[src/rtl/gbr_pkg.sv]
// gbr_pkg: shared constants, types and helpers of the Gaussian blur block.
// Used by every file under rtl/; depends on nothing.
`default_nettype none

package gbr_pkg;

  // Kernel and line geometry
  localparam int KERNEL_SIZE = 3;
  localparam int MAX_WIDTH   = 2048;
  localparam int HALF_K      = KERNEL_SIZE / 2;
  localparam int NLINES      = KERNEL_SIZE - 1;
  localparam int COORD_LIMIT = 2048;

  // Pixel format: red in the top byte, blue in the bottom byte
  localparam int CH_W     = 8;
  localparam int NCH      = 3;
  localparam int PIX_W    = NCH * CH_W;
  localparam int CH_RED   = 2;
  localparam int CH_GREEN = 1;
  localparam int CH_BLUE  = 0;
  localparam int CH_MAX   = (1 << CH_W) - 1;

  // Coordinates and configured dimensions
  localparam int COORD_W = 11;
  localparam int DIM_W   = 12;

  // Arithmetic widths
  localparam int WT_W   = 16;
  localparam int FRAC_W = 16;
  localparam int NCLASS = 6;
  localparam int CLS_W  = 3;
  localparam int SUM_W  = 11;               // holds eight full-scale pixels; at most four share a class here
  localparam int PROD_W = SUM_W + WT_W;
  localparam int ACC_W  = PROD_W + 3;       // sum over the six classes
  localparam int INT_W  = ACC_W - FRAC_W;

  // Line store organization: one word per column holds every stored line
  localparam int ADDR_W = $clog2(MAX_WIDTH);
  localparam int LS_W   = NLINES * PIX_W;

  // Configuration port
  localparam int CFG_IDX_W  = 3;
  localparam int CFG_DATA_W = 16;

  localparam logic [CFG_IDX_W-1:0] CFG_IMAGE_WIDTH  = 3'd0;
  localparam logic [CFG_IDX_W-1:0] CFG_IMAGE_HEIGHT = 3'd1;
  localparam logic [CFG_IDX_W-1:0] CFG_WEIGHT_R0    = 3'd2;
  localparam logic [CFG_IDX_W-1:0] CFG_WEIGHT_R1    = 3'd3;
  localparam logic [CFG_IDX_W-1:0] CFG_WEIGHT_R2    = 3'd4;
  localparam logic [CFG_IDX_W-1:0] CFG_WEIGHT_R4    = 3'd5;
  localparam logic [CFG_IDX_W-1:0] CFG_WEIGHT_R5    = 3'd6;
  localparam logic [CFG_IDX_W-1:0] CFG_WEIGHT_R8    = 3'd7;

  // Distance classes (squared radius 0, 1, 2, 4, 5, 8)
  localparam logic [CLS_W-1:0] CLS_D0 = 3'd0;
  localparam logic [CLS_W-1:0] CLS_D1 = 3'd1;
  localparam logic [CLS_W-1:0] CLS_D2 = 3'd2;
  localparam logic [CLS_W-1:0] CLS_D4 = 3'd3;
  localparam logic [CLS_W-1:0] CLS_D5 = 3'd4;
  localparam logic [CLS_W-1:0] CLS_D8 = 3'd5;

  // Reset values of the registers
  localparam logic [DIM_W-1:0] RST_WIDTH  = 12'd640;
  localparam logic [DIM_W-1:0] RST_HEIGHT = 12'd480;
  localparam logic [WT_W-1:0]  RST_W_D0   = 16'd13380;
  localparam logic [WT_W-1:0]  RST_W_D1   = 16'd8116;
  localparam logic [WT_W-1:0]  RST_W_D2   = 16'd4922;

  // Effective limits for the configured dimensions
  localparam logic [DIM_W-1:0] WIDTH_LIM =
      DIM_W'((MAX_WIDTH < COORD_LIMIT) ? MAX_WIDTH : COORD_LIMIT);
  localparam logic [DIM_W-1:0] HEIGHT_LIM = DIM_W'(COORD_LIMIT);

  typedef logic [PIX_W-1:0]   pix_t;
  typedef logic [CH_W-1:0]    chan_t;
  typedef logic [COORD_W-1:0] coord_t;
  typedef logic [DIM_W-1:0]   dim_t;
  typedef logic [ADDR_W-1:0]  ls_addr_t;
  typedef logic [LS_W-1:0]    ls_word_t;

  typedef logic [KERNEL_SIZE-1:0][PIX_W-1:0]           column_t;
  typedef logic [NCLASS-1:0][WT_W-1:0]                 weight_arr_t;
  typedef logic [NCLASS-1:0][NCH-1:0][SUM_W-1:0]       csum_arr_t;
  typedef logic [NCLASS-1:0][NCH-1:0][PROD_W-1:0]      prod_arr_t;
  typedef logic [NCH-1:0][CH_W-1:0]                    rgb_t;

  // Reset weights by class, highest class first; 5x5-only classes start at zero
  localparam weight_arr_t RST_WEIGHTS =
      {WT_W'(0), WT_W'(0), WT_W'(0), RST_W_D2, RST_W_D1, RST_W_D0};

  // Position tag carried with an item down the pipeline
  typedef struct packed {
    coord_t row;
    coord_t col;
    logic   last;
  } gbr_meta_t;

  // Distance class of window tap (dy, dx)
  function automatic logic [CLS_W-1:0] dist_class(input int dy, input int dx);
    int oy;
    int ox;
    int d;
    logic [CLS_W-1:0] cls;
    oy = (dy > HALF_K) ? dy - HALF_K : HALF_K - dy;
    ox = (dx > HALF_K) ? dx - HALF_K : HALF_K - dx;
    d  = oy * oy + ox * ox;
    case (d)
      1:       cls = CLS_D1;
      2:       cls = CLS_D2;
      4:       cls = CLS_D4;
      5:       cls = CLS_D5;
      8:       cls = CLS_D8;
      default: cls = CLS_D0;
    endcase
    return cls;
  endfunction

endpackage

`default_nettype wire

[src/rtl/gbr_window.sv]
// gbr_window: KxK sliding window and the per-class pixel sum stage.
// Uses gbr_pkg; fed by the line-store stage of the top level.
`default_nettype none

module gbr_window import gbr_pkg::*; (
  input  logic      clk,
  input  logic      rst_n,
  input  logic      up_valid,
  input  logic      up_emit,
  input  gbr_meta_t up_meta,
  input  column_t   up_column,
  output logic      up_free,
  output logic      dn_valid,
  output gbr_meta_t dn_meta,
  output csum_arr_t dn_sums,
  input  logic      dn_free
);

  logic [KERNEL_SIZE-1:0][KERNEL_SIZE-1:0][PIX_W-1:0] win_r;
  logic      s2_valid_r;
  gbr_meta_t s2_meta_r;
  logic      s3_valid_r;
  gbr_meta_t s3_meta_r;
  csum_arr_t s3_sums_r;
  csum_arr_t sums;
  logic      free2;
  logic      free3;
  logic      shift;

  assign free3   = !s3_valid_r || dn_free;
  assign free2   = !s2_valid_r || free3;
  assign shift   = up_valid && free2;
  assign up_free = free2;

  // Every transfer shifts the window; only interior pixels go on
  always_ff @(posedge clk) begin
    if (!rst_n) begin
      s2_valid_r <= 1'b0;
      s3_valid_r <= 1'b0;
    end else begin
      if (free2) begin
        s2_valid_r <= up_valid && up_emit;
      end
      if (free3) begin
        s3_valid_r <= s2_valid_r;
      end
    end
  end

  always_ff @(posedge clk) begin
    if (shift) begin
      for (int dy = 0; dy < KERNEL_SIZE; dy++) begin
        for (int dx = 0; dx < KERNEL_SIZE - 1; dx++) begin
          win_r[dy][dx] <= win_r[dy][dx+1];
        end
        win_r[dy][KERNEL_SIZE-1] <= up_column[dy];
      end
    end
    if (free2) begin
      s2_meta_r <= up_meta;
    end
    if (free3) begin
      s3_meta_r <= s2_meta_r;
      s3_sums_r <= sums;
    end
  end

  // Taps at the same radius share a weight: add them first
  always_comb begin
    sums = '0;
    for (int dy = 0; dy < KERNEL_SIZE; dy++) begin
      for (int dx = 0; dx < KERNEL_SIZE; dx++) begin
        for (int ch = 0; ch < NCH; ch++) begin
          sums[dist_class(dy, dx)][ch] = sums[dist_class(dy, dx)][ch]
                                       + SUM_W'(win_r[dy][dx][ch*CH_W +: CH_W]);
        end
      end
    end
  end

  assign dn_valid = s3_valid_r;
  assign dn_meta  = s3_meta_r;
  assign dn_sums  = s3_sums_r;

  // A held snapshot must not be shifted away
  a_win_hold: assert property (@(posedge clk) disable iff (!rst_n)
    s2_valid_r && !free3 |=> $stable(win_r))
    else $error("window shifted under a stalled item");

  // Nothing enters the sum stage while it is blocked
  a_s3_hold: assert property (@(posedge clk) disable iff (!rst_n)
    s3_valid_r && !dn_free |=> s3_valid_r && $stable(s3_sums_r))
    else $error("class sums changed while stalled");

endmodule

`default_nettype wire

[config.mk]
export PLATFORM = sky130hd
export DESIGN_NAME = gbr_window
export DESIGN_NICKNAME = d
export VERILOG_FILES = /design/src/rtl/gbr_pkg.sv /design/src/rtl/gbr_window.sv
export SDC_FILE = /design/constraint.sdc
export NUM_CORES = 1
export LEC_CHECK = 0
export BUFFER_PORTS_ARGS = -buffer_cell sky130_fd_sc_hd__buf_2
export CORE_MARGIN = 4
export CORE_UTILIZATION = 40
export DETAILED_ROUTE_END_ITERATION = 7
export GPL_TIMING_DRIVEN = 1
export PLACE_DENSITY_LB_ADDON = 0.2
export SYNTH_ARGS = -nofsm -noshare
export SYNTH_HDL_FRONTEND = slang
export SYNTH_SLANG_ARGS = --single-unit
[constraint.sdc]
create_clock -name clk -period 11.68 [get_ports clk]
set_clock_uncertainty 0.15 [all_clocks]
set_input_delay 2.336 -clock clk [delete_from_list [all_inputs] [get_ports clk]]
set_output_delay 2.336 -clock clk [all_outputs]
set_load 0.02 [all_outputs]
# [After elaboration in Yosys (flattened, before gate mapping)]
# Index checks and enable logic that the tools add are counted.
[word_totals] input_bits=100 word_cells=50 ff_bits=354 out_inout_bits=223
[op_classes] n_addsub=18 reduce_logical=6
[op_table] cell="11-bit by 8-bit adder with 11-bit output" n=6
[op_table] cell="8-bit by 8-bit adder with 9-bit output" n=6
[op_table] cell="9-bit by 8-bit adder with 10-bit output" n=4
[op_table] cell="10-bit by 8-bit adder with 11-bit output" n=2
[op_table] cell="1-bit logical AND" n=2
[op_table] cell="1-bit zero test" n=2
[op_table] cell="1-bit logical OR" n=2

# [Longest topological paths before layout]
# Gate-level depths: netlist (run 1).
[logic_depth] word_depth=4 depth_mapped=17 mapped_depth_nobuf=17

# [Least setup slack after synthesis (run 1)]
# No wires, ideal clock.
[synth_timing] path_kind="input to register" startpoint="in dn_free" endpoint="reg win_r[0] in the netlist's numbering (enable)" setup_time_ns=0.602 setup_slack_ns=2.855 t_arrival_ns=8.073 n_path_buf=0 stages=3 path_cell_list="nor2b_1 > nand2_1 > and2_1"
[synth_between] elab_chain_len=3
[synth_lines] item="from (decl)" line_no="gbr_window.sv:16" source="input logic dn_free"
[synth_lines] item="1-bit logical OR" line_no="gbr_window.sv:30" source="assign free3 = !s3_valid_r || dn_free;"
[synth_lines] item="1-bit logical OR" line_no="gbr_window.sv:31" source="assign free2 = !s2_valid_r || free3;"
[synth_lines] item="named net up_free" line_no="gbr_window.sv:12" source="output logic up_free,"
[synth_lines] item="1-bit logical AND" line_no="gbr_window.sv:32" source="assign shift = up_valid && free2;"
[synth_lines] item="named net shift" line_no="gbr_window.sv:28" source="logic shift;"
[synth_lines] item="to (signal, indexed assignment)" line_no="gbr_window.sv:54" source="win_r[dy][dx] <= win_r[dy][dx+1];"
[synth_lines] item="to (signal, indexed assignment)" line_no="gbr_window.sv:56" source="win_r[dy][KERNEL_SIZE-1] <= up_column[dy];"
[synth_lines] item="to (decl)" line_no="gbr_window.sv:19" source="logic [KERNEL_SIZE-1:0][KERNEL_SIZE-1:0][PIX_W-1:0] win_r;"
# The timed path passes the listed nets, and every way through them passes these cells.
# A chain may end at the register's enable or synchronous reset.

# [Worst setup path in the final report (run 1)]
[layout_timing] startpoint="in dn_free" endpoint="out up_free"
[layout_between] elab_chain_len=2
[layout_lines] item="1-bit logical OR" line_no="gbr_window.sv:30"
[layout_lines] item="1-bit logical OR" line_no="gbr_window.sv:31"
[layout_lines] item="to (decl)" line_no="gbr_window.sv:12"
# Every way passes these cells.

==> flow_metrics.py, run 1 <==
metrics = {
    "setup_path": {
        "worst_r2r_endpoint": "dn_sums[86]",
        "cp_cell_sequence": "buf_2 > nor2b_1 > nand2_1 > buf_2",
        "crit_top_cell": "buf_2",
        "crit_required_ps": 9190,
        "worstReg2RegStart": "win_r[57]",
        "crit_slowest_cell": "nor2b_1",
        "crit_family": "simple AND/OR/NAND/NOR gates",
        "r2r_setup_slack_ps": 8050,
        "crit_path_start": "dn_free",
        "cp_max_fo": 3,
        "worstPathArrival_ps": 2980,
        "cp_num_buf_inv": 2,
        "path_class": "input port to primary output",
        "worst-r2r-cell-count": 17,
        "start_kind": "input port",
        "endpoint_kind": "primary output",
        "slowest_delay_ps": 270,
    },
    "sta": {
        "relSlewSlack_pct": 25.8,
        "fmax_mhz": 183,
        "grt_setup_unrepaired": "no",
        "period_needed_ps": 5470,
        "slew_viol_final": 0,
        "fin_crit_sh_pct": 46.8,
        "hold_slack_ps": 267,
        "setup_viol": 0,
        "hold_violations": 0,
        "tightest_slew_ps": 1110,
        "tns_ps": 0,
    },
    "routing": {
        "postRouteAntennaNets": 0,
        "drt-vias-per-instance": 4.41,
        "drt_iter0_drc": 393,
        "drt_pass1_iterations": 4,
        "routedWlPerCell_um": 16.7,
        "vias": 7650,
        "drcViolationCount": 0,
        "wirelength_mm": 28.9,
    },
    "place": {
        "port_buffers": 209,
        "place_inst": 1665,
        "place.gp.congestion": 0.789,
        "dp_hpwl_mm": 20.4,
    },
    "run_status": {
        "status": "complete, no violations",
    },
    "floorplanning": {
        "chipHeight_um": 206,
        "core_area_um2": 38600,
        "dieArea_um2": 42300,
        "die_x_um": 206,
        "start_util_pct": 40.4,
        "rows": 72,
        "boundaryPins": 323,
    },
    "synth": {
        "synth-seq-cells": 349,
        "async_reset_ff_share_pct": 0,
        "syn-instance-count": 935,
        "yosysWarnings": 0,
        "synth_edf_count": 347,
        "synth_largest_area_cell": "edfxtp_1",
        "synth_area_leaders": "edfxtp_1 67%, fa_1 9.2%, ha_1 6.5%",
        "netlist.area_leader.share_pct": 66.7,
        "synth_flop_cell": "edfxtp_1",
        "synth.distinct_cells": 36,
        "postSynthAreaPerCell_um2": 16.7,
        "synth_seq_area_share_pct": 66.9,
        "syn_area_um2": 15600,
    },
    "cells_and_area": {
        "nNetsFinal": 1441,
        "fin_cells": 1735,
        "antenna_cells": 0,
        "layout-drive-gt1-share_pct": 22.3,
        "area.growth.synth_to_final_pct": 16.3,
    },
    "worst_hold_path": {
        "hold_path.class": "flop to flop",
        "min_delay_worst_endpoint": "dn_meta[15]",
        "min_path_cells": 0,
        "hold_path_startpoint": "s2_meta_r[15]",
    },
    "grt": {
        "grt_overflow": 0,
        "grt_usage_pct": 13.7,
        "grt_max_degree": 85,
        "grt_pass1_vias": 8001,
        "antenna_found_initial": 5,
        "grt_first_pass_wirelength_mm": 44.5,
    },
    "cts": {
        "clock_latency_ps": 530,
        "tritoncts": "yes",
        "cts.sinks": 349,
        "cts-root-buf": "clkbuf_16",
        "ctsHoldBuffers": 0,
        "clk_path_buf_depth": 3,
        "clk_pin_slew_ps": 60,
        "numCtsBuffers": 39,
        "cts_resized": 0,
        "post_cts_buffers": 0,
        "htree_num_levels": 2,
    },
    "power_and_ir_drop": {
        "p_leak_uw": 0.00742,
        "p_per_area_nw_per_um2": 205,
        "power_uw": 3740,
        "irDropWorstVdd_v": 0.000113,
    },
    "flow_run": {
        "maxCapViolCount": 0,
    },
}
routing by layer:
metal	up-vias	wire, µm	track usage (%)
met5	-	67	0
met4	10	658	4.59
met3	52	1830	3.67
met2	196	13800	21.5
met1	3741	12500	18.5
li1	3651	-	-
cells in the mapped netlist (8+ instances only):
master,instances
ha_1,81
nor3_1,10
nand2_1,32
buf_4,113
xor2_1,12
nor2_1,30
nor2b_1,9
o41ai_1,8
edfxtp_1,347
nand2b_1,9
o21ai_0,27
a21oi_1,30
fa_1,72
a21o_1,19
inv_1,62
xnor2_1,46
state kept, by name (all words and copies together), names as in the netlist:
register and flops:
dn_sums 85, win_r 216, s2_meta_r 23, dn_valid 1
s2_valid_r 1, dn_meta 23
power by group:
part           total (µW)  switching, µW  internal, µW
clock                1200            476           728
combinational         877            532           345
sequential           1650           63.2          1590
metrics by stage:
stage / utilization (%) / setup slack (ps) / cell area, µm²
6_report: 47.1 / 6210 / 18200
5_1_grt: 47.1 / 6170 / 18200
4_1_cts: 47.1 / 6210 / 18200
3_5_place_dp: 43.8 / 6210 / 16900
3_3_place_gp: 43.8 / 6220 / 16900
2_1_floorplan: - / 2850 / 16100
worst max-delay path by stage:
stage	to	slack, ps	cells after the start
6_report	up_free	6210	4
5_1_grt	up_free	6170	4
4_1_cts	up_free	6210	4
3_5_place_dp	up_free	6210	4
3_3_place_gp	up_free	6220	4
2_1_floorplan	win_r[0]	2850	3
placed cells by master (no fill, tap or decap), types with 2 or more instances in the layout:
cell type,n
a211oi_1,2
a21boi_0,3
a21o_1,19
a21oi_1,30
buf_2,209
buf_4,4
bufinv_16,4
clkbuf_1,10
clkbuf_16,41
clkinv_1,10
clkinv_2,2
clkinvlp_4,3
conb_1,113
dfxtp_1,2
edfxtp_1,347
fa_1,72
ha_1,81
inv_1,61
nand2_1,32
nand2b_1,9
nor2_1,30
nor2b_1,9
nor3_1,10
o211ai_1,2
o21a_1,3
o21ai_0,27
o41ai_1,8
xnor2_1,46
xor2_1,12
cell families after synthesis:
group,share of synthesized area [%]
xor+xnor,3.35
other cells,0.0240
fa+ha+maj,15.7
flops,66.9
buf+inv,6.92
compound gates,4.38
simple gates,2.71
layout make-up:
class	count	area [µm²]
sequential	349	10500
timing repair buffer	213	1080
tap	518	648
fill	3379	20500
multi-input combinational	523	4510
inverter	62	235
clock inverter	19	190
clock buffer	51	1060
Power figures use the tool's default switching activity.
==> run 2: changes to the inputs <==
==> constraint.sdc (replaced) <==
create_clock -name clk -period 5.3 [get_ports clk]
set_clock_uncertainty 0.15 [all_clocks]
set_input_delay 1.06 -clock clk [delete_from_list [all_inputs] [get_ports clk]]
set_output_delay 1.06 -clock clk [all_outputs]
set_load 0.02 [all_outputs]
==> flow_metrics.py, run 2 (synthesized netlist as in run 1, its figures left out) <==
metrics = {
    "run_status": {
        "status": "complete, no violations",
    },
    "sta": {
        "fin_crit_sh_pct": 68.8,
        "period_needed_ps": 3650,
        "grt_setup_unrepaired": "no",
        "tightest_slew_ps": 846,
        "slew_viol_final": 0,
        "hold_violations": 0,
        "fmax_mhz": 274,
        "relSlewSlack_pct": 43.6,
        "finalWorstSetupSlack_ps": 1650,
        "setup_viol": 0,
        "tns_ps": 0,
    },
    "floorplanning": {
        "rows": 72,
        "dieArea_um2": 42300,
        "chipHeight_um": 206,
        "boundaryPins": 323,
        "core_area_um2": 38600,
        "start_util_pct": 40.4,
        "die_x_um": 206,
    },
    "power_and_ir_drop": {
        "p_clk_share_pct": 31.4,
        "p_int_uw": 5770,
        "comb_power_share_pct": 23.8,
        "irDropWorstVdd_v": 0.000283,
        "p_sw_share_pct": 29.3,
        "p_per_area_nw_per_um2": 449,
        "p_leak_uw": 0.00742,
        "seqPwrFrac_pct": 44.8,
        "power.switching_uw": 2390,
    },
    "routing": {
        "drt_pass1_iterations": 4,
        "postRouteAntennaNets": 0,
        "drt-vias-per-instance": 4.42,
        "wirelength_mm": 29.2,
        "routedWlPerCell_um": 16.9,
        "drcViolationCount": 0,
        "vias": 7666,
        "drt_iter0_drc": 360,
    },
    "grt": {
        "grt_overflow": 0,
        "grt_pass1_vias": 7898,
        "met1_usage_pct": 18.5,
        "grt.busiest_layer": "met2",
        "grt_first_pass_wirelength_mm": 43.8,
        "grt_usage_pct": 13.6,
        "met3_usage_pct": 3.96,
        "use_met2_pct": 21.4,
        "grt_max_degree": 115,
        "antenna_found_initial": 3,
    },
    "cts": {
        "tritoncts": "yes",
        "clk_pin_slew_ps": 60,
        "cts-root-buf": "clkbuf_16",
        "cts_resized": 0,
        "htree_num_levels": 2,
        "numCtsBuffers": 39,
        "post_cts_buffers": 0,
        "clock_latency_ps": 550,
        "cts.sinks": 349,
        "clk_path_buf_depth": 3,
        "ctsHoldBuffers": 0,
    },
    "cells_and_area": {
        "nNetsFinal": 1442,
        "layout-drive-gt1-share_pct": 22.8,
        "fin_cells": 1733,
        "largest_reg_flops": 216,
        "antenna_cells": 0,
        "regMostFlops": "win_r",
        "final_cell_mix": "347 x edfxtp_1, 209 x buf_2, 113 x conb_1, 81 x ha_1, 72 x fa_1",
        "area.growth.synth_to_final_pct": 16.2,
        "fin_util_pct": 47.0,
        "final_common_cell": "edfxtp_1",
    },
    "setup_path": {
        "start_kind": "flop",
        "endpoint_kind": "flop",
        "crit_required_ps": 5420,
        "cp_max_fo": 2,
        "path_class": "flop to flop",
        "worstPathArrival_ps": 3760,
    },
    "place": {
        "port_buffers": 209,
        "place_ws_ps": 1620,
        "place.gp.congestion": 0.769,
        "dp_hpwl_mm": 20.7,
        "place_inst": 1666,
    },
    "worst_hold_path": {
        "hold_path.class": "flop to flop",
    },
    "flow_run": {
        "maxCapViolCount": 0,
    },
}
## run 2: cell count changes in the layout (fill, tap and decap cells not counted)
cell / change
buf_12: +2
clkinv_2: +6
bufinv_16: -1
buf_4: -1
clkinvlp_4: -2
clkbuf_1: -5
clkbuf_16: -2
inv_6: +4
clkinv_1: -3
## run 2: worst max-delay path, cell delays in order, from the launching register on
cell,delay (ps)
edfxtp_1,350
ha_1,210
inv_1,70
fa_1,410
xor2_1,190
fa_1,550
inv_1,60
ha_1,280
a21o_1,190
a21oi_1,220
o21ai_0,180
o41ai_1,370
xnor2_1,140
## run 2: through the flow
stage / hold slack (ps) / area (µm²) / total power (µW)
floorplan: 250 / 16100 / 5150
global placement: 250 / 17000 / 5660
detailed placement: 255 / 17000 / 5670
CTS: 268 / 18200 / 8310
global route: 275 / 18200 / 8650
finish: 267 / 18200 / 8160
## run 2: layout make-up
class / instances / area, µm²
fill: 3393 / 20500
clock buffer: 44 / 995
timing repair buffer: 214 / 1110
sequential: 349 / 10500
clock inverter: 23 / 199
inverter: 62 / 235
multi-input combinational: 523 / 4510
tap: 518 / 648
## run 2: final timing paths
check	end	cells after the start	start	slack [ps]
worst max-delay path	dn_sums[52]	12	win_r[32]	1650
worst min-delay path	dn_meta[5]	0	s2_meta_r[5]	270
worst max register to register	dn_sums[52]	12	win_r[32]	1650
worst min register to register	dn_meta[5]	0	s2_meta_r[5]	270
## run 2: layer usage
layer	vias to the layer above	wire length, µm
met5	-	52
met4	6	595
met3	41	1570
met2	176	13900
met1	3794	13200
li1	3649	-
## run 2: power groups by stage
stage,Combinational [µW],Clock (µW),Sequential [µW]
2_1_floorplan,1150,0,4000
3_3_place_gp,1950,0,3710
3_5_place_dp,1960,0,3710
4_1_cts,1980,2660,3660
5_1_grt,2170,2790,3690
6_report,1940,2560,3650
